<file path="src/hdl/vrrq_pkg.sv">
`default_nettype none
package vrrq_pkg;

    localparam int RING_BYTES   = 4096;
    localparam int HEADER_BYTES = 8;

    localparam int ADDR_W = $clog2(RING_BYTES);
    localparam int SIZE_W = ADDR_W + 1;
    localparam int CALC_W = SIZE_W + 1;
    localparam int HIDX_W = $clog2(HEADER_BYTES);
    localparam int LEN_W  = 12;
    localparam int CFG_SIZE_W = 13;
    localparam int MIN_RING = 3 * HEADER_BYTES;

    typedef enum logic [1:0] {
        KIND_SEND_START = 2'd0,
        KIND_SEND_BYTE  = 2'd1,
        KIND_RECV_START = 2'd2,
        KIND_RECV_BYTE  = 2'd3
    } kind_t;

    typedef enum logic [2:0] {
        ST_OK       = 3'd0,
        ST_REJECTED = 3'd1,
        ST_FULL     = 3'd2,
        ST_EMPTY    = 3'd3,
        ST_MISMATCH = 3'd4,
        ST_SEQ_ERR  = 3'd5
    } status_t;

    typedef enum logic {
        REG_RING_SIZE   = 1'b0,
        REG_MARKER_TYPE = 1'b1
    } reg_idx_t;

    typedef enum logic [2:0] {
        CONS_NONE,
        CONS_TAIL,
        CONS_HDR,
        CONS_REC,
        CONS_ONE
    } cons_t;

    typedef enum logic [1:0] {
        WR_MARK,
        WR_HDR,
        WR_DATA
    } wsel_t;

    typedef enum logic [1:0] {
        RSP_PLAIN,
        RSP_ACCEPT,
        RSP_BYTE
    } rsp_t;

    typedef struct packed {
        logic    capture;
        logic    cnt_clr;
        logic    cnt_inc;
        logic    we;
        wsel_t   wsel;
        logic    rd_hdr;
        logic    rd_byte;
        logic    tries_clr;
        logic    tries_inc;
        cons_t   cons;
        logic    commit_send;
        logic    send_upd;
        logic    recv_accept;
        logic    recv_upd;
        logic    respond;
        rsp_t    rsp;
        status_t status;
    } cmd_t;

    typedef struct packed {
        kind_t kind;
        logic  send_open;
        logic  recv_open;
        logic  reject;
        logic  full;
        logic  mark_needed;
        logic  cnt_last;
        logic  tries_done;
        logic  committed_zero;
        logic  tail_short;
        logic  is_marker;
        logic  rec_over;
        logic  type_match;
    } stat_t;

    // byte idx of a header: type LE, then length LE, then zero
    function automatic logic [7:0] hdr_byte(input logic [31:0] t, input logic [31:0] l,
                                            input logic [HIDX_W-1:0] idx);
        logic [7:0] b;
        b = 8'd0;
        if (idx < HIDX_W'(4))
            b = t[8*idx[1:0] +: 8];
        else if (32'(idx) < 32'd8)
            b = l[8*idx[1:0] +: 8];
        return b;
    endfunction

endpackage
`default_nettype wire

</file>
<file path="src/hdl/vrrq_ctrl.sv">
`default_nettype none
module vrrq_ctrl
    import vrrq_pkg::*;
(
    input  wire logic  clk,
    input  wire logic  rst_n,
    input  wire logic  start,
    output logic       busy,
    input  wire stat_t stat,
    output cmd_t       cmd
);

    typedef enum logic [3:0] {
        S_IDLE,
        S_DECODE,
        S_MARK,
        S_HDR,
        S_RTRY,
        S_RHDR,
        S_RWAIT,
        S_RCHK,
        S_BWAIT
    } state_t;

    state_t state_reg, state_next;

    assign busy = (state_reg != S_IDLE);

    always_ff @(posedge clk or negedge rst_n)
    begin
        if (!rst_n)
            state_reg <= S_IDLE;
        else
            state_reg <= state_next;
    end

    always_comb
    begin
        cmd        = '0;
        cmd.cons   = CONS_NONE;
        cmd.wsel   = WR_DATA;
        cmd.rsp    = RSP_PLAIN;
        cmd.status = ST_OK;
        state_next = state_reg;
        unique case (state_reg)
            S_IDLE:
            begin
                if (start)
                begin
                    cmd.capture = 1'b1;
                    state_next  = S_DECODE;
                end
            end
            S_DECODE:
            begin
                unique case (stat.kind)
                    KIND_SEND_START:
                    begin
                        priority if (stat.send_open)
                        begin
                            cmd.respond = 1'b1;
                            cmd.status  = ST_SEQ_ERR;
                            state_next  = S_IDLE;
                        end
                        else if (stat.reject)
                        begin
                            cmd.respond = 1'b1;
                            cmd.status  = ST_REJECTED;
                            state_next  = S_IDLE;
                        end
                        else if (stat.full)
                        begin
                            cmd.respond = 1'b1;
                            cmd.status  = ST_FULL;
                            state_next  = S_IDLE;
                        end
                        else
                        begin
                            cmd.cnt_clr = 1'b1;
                            state_next  = stat.mark_needed ? S_MARK : S_HDR;
                        end
                    end
                    KIND_SEND_BYTE:
                    begin
                        cmd.respond = 1'b1;
                        state_next  = S_IDLE;
                        if (!stat.send_open)
                            cmd.status = ST_SEQ_ERR;
                        else
                        begin
                            cmd.we       = 1'b1;
                            cmd.wsel     = WR_DATA;
                            cmd.send_upd = 1'b1;
                        end
                    end
                    KIND_RECV_START:
                    begin
                        if (stat.recv_open)
                        begin
                            cmd.respond = 1'b1;
                            cmd.status  = ST_SEQ_ERR;
                            state_next  = S_IDLE;
                        end
                        else
                        begin
                            cmd.tries_clr = 1'b1;
                            state_next    = S_RTRY;
                        end
                    end
                    KIND_RECV_BYTE:
                    begin
                        if (!stat.recv_open)
                        begin
                            cmd.respond = 1'b1;
                            cmd.status  = ST_SEQ_ERR;
                            state_next  = S_IDLE;
                        end
                        else
                        begin
                            cmd.rd_byte = 1'b1;
                            state_next  = S_BWAIT;
                        end
                    end
                    default: state_next = S_IDLE;
                endcase
            end
            S_MARK:
            begin
                cmd.we   = 1'b1;
                cmd.wsel = WR_MARK;
                if (stat.cnt_last)
                begin
                    cmd.cnt_clr = 1'b1;
                    state_next  = S_HDR;
                end
                else
                    cmd.cnt_inc = 1'b1;
            end
            S_HDR:
            begin
                cmd.we      = 1'b1;
                cmd.wsel    = WR_HDR;
                cmd.cnt_inc = 1'b1;
                if (stat.cnt_last)
                begin
                    cmd.commit_send = 1'b1;
                    cmd.respond     = 1'b1;
                    state_next      = S_IDLE;
                end
            end
            S_RTRY:
            begin
                priority if (stat.tries_done || stat.committed_zero)
                begin
                    cmd.respond = 1'b1;
                    cmd.status  = ST_EMPTY;
                    state_next  = S_IDLE;
                end
                else if (stat.tail_short)
                begin
                    cmd.cons      = CONS_TAIL;
                    cmd.tries_inc = 1'b1;
                end
                else
                begin
                    cmd.cnt_clr = 1'b1;
                    state_next  = S_RHDR;
                end
            end
            S_RHDR:
            begin
                cmd.rd_hdr  = 1'b1;
                cmd.cnt_inc = 1'b1;
                if (stat.cnt_last)
                    state_next = S_RWAIT;
            end
            S_RWAIT:
                state_next = S_RCHK;
            S_RCHK:
            begin
                priority if (stat.is_marker)
                begin
                    cmd.cons      = CONS_TAIL;
                    cmd.tries_inc = 1'b1;
                    state_next    = S_RTRY;
                end
                else if (stat.rec_over)
                begin
                    cmd.respond = 1'b1;
                    cmd.status  = ST_EMPTY;
                    state_next  = S_IDLE;
                end
                else if (stat.type_match)
                begin
                    cmd.recv_accept = 1'b1;
                    cmd.cons        = CONS_HDR;
                    cmd.respond     = 1'b1;
                    cmd.rsp         = RSP_ACCEPT;
                    state_next      = S_IDLE;
                end
                else
                begin
                    cmd.cons    = CONS_REC;
                    cmd.respond = 1'b1;
                    cmd.status  = ST_MISMATCH;
                    state_next  = S_IDLE;
                end
            end
            S_BWAIT:
            begin
                cmd.recv_upd = 1'b1;
                cmd.cons     = CONS_ONE;
                cmd.respond  = 1'b1;
                cmd.rsp      = RSP_BYTE;
                state_next   = S_IDLE;
            end
            default: state_next = S_IDLE;
        endcase
    end

endmodule
`default_nettype wire

</file>
<file path="config.mk">
export PLATFORM = sky130hd
export DESIGN_NAME = vrrq_ctrl
export DESIGN_NICKNAME = d
export VERILOG_FILES = /design/src/hdl/vrrq_pkg.sv /design/src/hdl/vrrq_ctrl.sv
export SDC_FILE = /design/constraint.sdc
export NUM_CORES = 1
export LEC_CHECK = 0
export BUFFER_PORTS_ARGS = -buffer_cell sky130_fd_sc_hd__buf_2
export CAP_MARGIN = 20
export CORE_MARGIN = 1.5
export CORE_UTILIZATION = 43
export DETAILED_ROUTE_END_ITERATION = 7
export PLACE_DENSITY = 0.82
export SLEW_MARGIN = 40
export SYNTH_ARGS = -nofsm -noshare
export SYNTH_HDL_FRONTEND = slang
export SYNTH_SLANG_ARGS = --single-unit
</file>
<file path="constraint.sdc">
create_clock -name clk -period 5.55 [get_ports clk]
set_input_delay 1.665 -clock clk [delete_from_list [all_inputs] [get_ports clk]]
set_output_delay 1.665 -clock clk [all_outputs]
set_load 0.1 [all_outputs]
</file>
* Yosys cells after proc, flatten, opt, wreduce, memory -nomap -nowiden
Cells that the tools add are included.
** Cells by class
- Equality and inequality tests :: 16
- Reductions and logical operators :: 6
- Multiplexer cells :: 74
** Operators with widths (count)
- $mux W4 :: 9
- $mux W1 :: 33
- $pmux W4 S8 :: 1
- $mux W3 :: 10
- $pmux W3 S3 :: 3
- $mux W2 :: 9
- $eq A4 B3 Y1 const B :: 4
- $pmux W4 S4 :: 1
- $pmux W3 S4 :: 1
- $eq A4 B2 Y1 const B :: 2
- $ne A2 B2 Y1 const B :: 4
- $mux W6 :: 1
- $pmux W1 S5 :: 1
- $reduce_and A5 Y1 :: 1
- $eq A2 B2 Y1 const B :: 2
- $eq A4 B1 Y1 const B :: 1
- $eq A4 B4 Y1 const B :: 1
- $logic_not A4 Y1 :: 1
- $pmux W1 S2 :: 2
- $pmux W1 S4 :: 1
- $pmux W2 S2 :: 1
- $reduce_bool A4 Y1 :: 1
- $ne A3 B3 Y1 const B :: 1
- $pmux W1 S3 :: 1
- 4 further kinds :: 4
** Word-level totals
- Input port bits :: 17
- Output and inout port bits :: 24
- Word-level logic and storage cells :: 97
- Register bits :: 4

* Depth between registers and ports, before layout
- Word-level depth :: 6
- Mapped depth :: 5
- Depth with buffers taken out :: 4

* Worst setup path after synthesis
Ideal clock, no wire load.
- Path type :: in2out
- Start point :: input port stat[6] (netlist name)
- End point :: output port cmd[9] (netlist name)
- Buffers on the path :: 0
- Required time :: 3885 ps
- Setup slack :: -699 ps
- Arrival :: 4584 ps
- Cell stages on the path :: 2
- Path through :: inv_1 > nor4_1
** RTL lines
- from (decl) :: RTL line vrrq_ctrl.sv:9 : input wire stat_t stat,
- to (decl) :: RTL line vrrq_ctrl.sv:10 : output cmd_t cmd

==> flow_summary.toml <==
[floorplan]
coreArea_sq_um = 1301
start_util_pct = 45.77
dieArea_sq_um = 1617
die_w_um = 40.22
die_y_um = 40.22
pin_count = 41
num_rows = 13

[logic_synthesis]
synth_cells = 90
synth.top_cell.area_share_pct = 16.81
synth_cell_type_count = 36
synth_edf_count = 0
yosys_warnings = 0
synth-seq-cells = 4
synth_area_sq_um = 595.6
synth.net_count = 107
seq_area_frac_synth_pct = 16.81
synth_area_leaders = "dfrtp_1 17%, nor2_1 10%, nand2_1 8.8%"
synth_ff_type = "dfrtp_1"
synthTopCellsByCount = "16 x nor2_1, 14 x nand2_1, 4 x a21oi_1, 4 x dfrtp_1, 4 x nand2b_1"
async_reset_ff_share_pct = 100.0
yosysMostFrequentCell = "nor2_1"
avgSynthCellArea_sq_um = 6.617
synth_top_cell_by_area = "dfrtp_1"

[place]
dpl.hpwl_um = 1321
globalplace.congestion = 0.7748
io_buffers = 40

[final_layout]
multi_input_area_sq_um = 475.5
n_fill_cell = 127
largest_reg_flops = 4
nets = 147
diodes = 0
drive_gt1_share_pct = 39.06
area_growth_pct = 38.45
regArea_sq_um = 100.1

[timing]
max_freq_mhz = 208.6
drv_slew = 0
setup_viol = 0
tightest_slew_ns = 0.5854
hold_viol = 0
skew_ns = 0.0006694
min_period_ns = 4.793
setup_tns_ns = 0
period_share_pct = 86.37
rsz0062_at_grt = "no"
max-slew-margin-rel_pct = 60.43

[global_route]
overflow = 0
grt_pass1_vias = 645
antenna_found_initial = 0
grt.total_usage_pct = 22.59
grt_pass1_wl_um = 2532
grt_max_degree = 18

[cts]
clk_latency_ns = 0.23
cts_setup_buffers = 0
clkTransAtPathRegs_ns = 0.04
ctsHtreeMaxLevel = 1
cts_tree = "done"
hold_buffers = 0
cts_buffers = 3
cts_resized = 0
clk_path_buf_depth = 2
cts_root_buffer = "clkbuf_4"
cts_sinks = 4

[drt]
wl_per_cell_um = 11.52
drt-initial-drc-count = 8
vias = 760
routed_wl_um = 1647
route.detailed.drc = 0
first_pass_iters = 4
antenna_left = 0
routed_via_density = 5.315

[min_path]
min_path_type = "reg2reg"

[critical_path]
worstSetupPathType = "in2out"
endpoint_kind = "output pin"
arrival_ns = 3.13
cp.required_ns = 3.88
cp_max_fo = 6
start_kind = "input pin"

[run]
maxCapViolCount = 0

[status]
status = "finished clean"
==> cell families (layout without fill, tap and decap cells) <==
logic type	Yosys count	in the layout	share of synthesized area (%)
AOI/OAI and AO/OA	20	20	22.90
DFF	4	4	16.81
xor gates and xnor gates	2	2	2.942
and+or+nand+nor	57	57	51.26
buffers and inverters	7	45	6.093
==> cells in the final DEF, fill, tap and decap left out, drive strengths merged, types with 3 or more instances in the layout <==
cell,Yosys,final
nand2,14,14
nor3,3,3
clkbuf,2,3
nor2b,3,3
o21ai,3,3
buf,3,40
dfrtp,4,4
nor4,3,3
nor2,16,16
a21oi,4,4
nand2b,4,4
==> stage by stage <==
step	util [%]	setup slack, ns	instance area [sq um]	cells	hold WS, ns
after floorplan	-	0.1099	611.8	90	0.6221
after global placement	61.63	0.7665	802.0	140	0.6955
after detailed placement	61.63	0.7463	802.0	140	0.7014
after CTS	63.37	0.7477	824.5	143	0.7101
after global routing	63.37	0.6756	824.5	143	0.7695
final	63.37	0.7566	824.5	143	0.7233
==> worst max-delay path, stage by stage <==
cell and delay (ns):
buf_2 0.15, nor4_4 0.30, and2b_4 0.21, a211oi_1 0.05, or4_1 0.45, buf_2 0.30
==> path summary, 6_finish.rpt <==
| path | start | to | slack [ns] | depth (start not counted) |
|---|---|---|---|---|
| max | stat[12] | cmd[5] | 0.76 | 6 |
| min | state_reg[1]$_DFFE_PN0P_ | state_reg[1]$_DFFE_PN0P_ | 0.72 | 2 |
| max reg2reg | state_reg[2]$_DFFE_PN0P_ | state_reg[0]$_DFFE_PN0P_ | 3.73 | 4 |
| min reg2reg | state_reg[1]$_DFFE_PN0P_ | state_reg[1]$_DFFE_PN0P_ | 0.72 | 2 |
| max in group asynchronous | rst_n | state_reg[3]$_DFFE_PN0P_ | 4.21 | 1 |
| min in group asynchronous | rst_n | state_reg[1]$_DFFE_PN0P_ | 1.23 | 1 |
==> final cells by class <==
type                            count  area share, %
Tap cell                           15          2.276
Clock buffer                        3          2.731
Inverter                            2         0.9105
Timing Repair Buffer               40          24.28
Sequential cell                     4          12.14
Multi-Input combinational cell     79          57.66
==> layer usage <==
metal  wire length, um  vias up  part of all wire [%]  global-route usage, %
met4                 0        0                     0                  5.000
met5                 0        -                     0                      0
met1               750      332                    46                  29.67
met2               811       30                    49                  39.92
li1                  -      398                     -                      -
met3                85        0                   5.2                  1.667
Power is left out: the tool's default activity adds up to more than one toggle a clock period on the data nets, which glitch-free logic cannot reach.
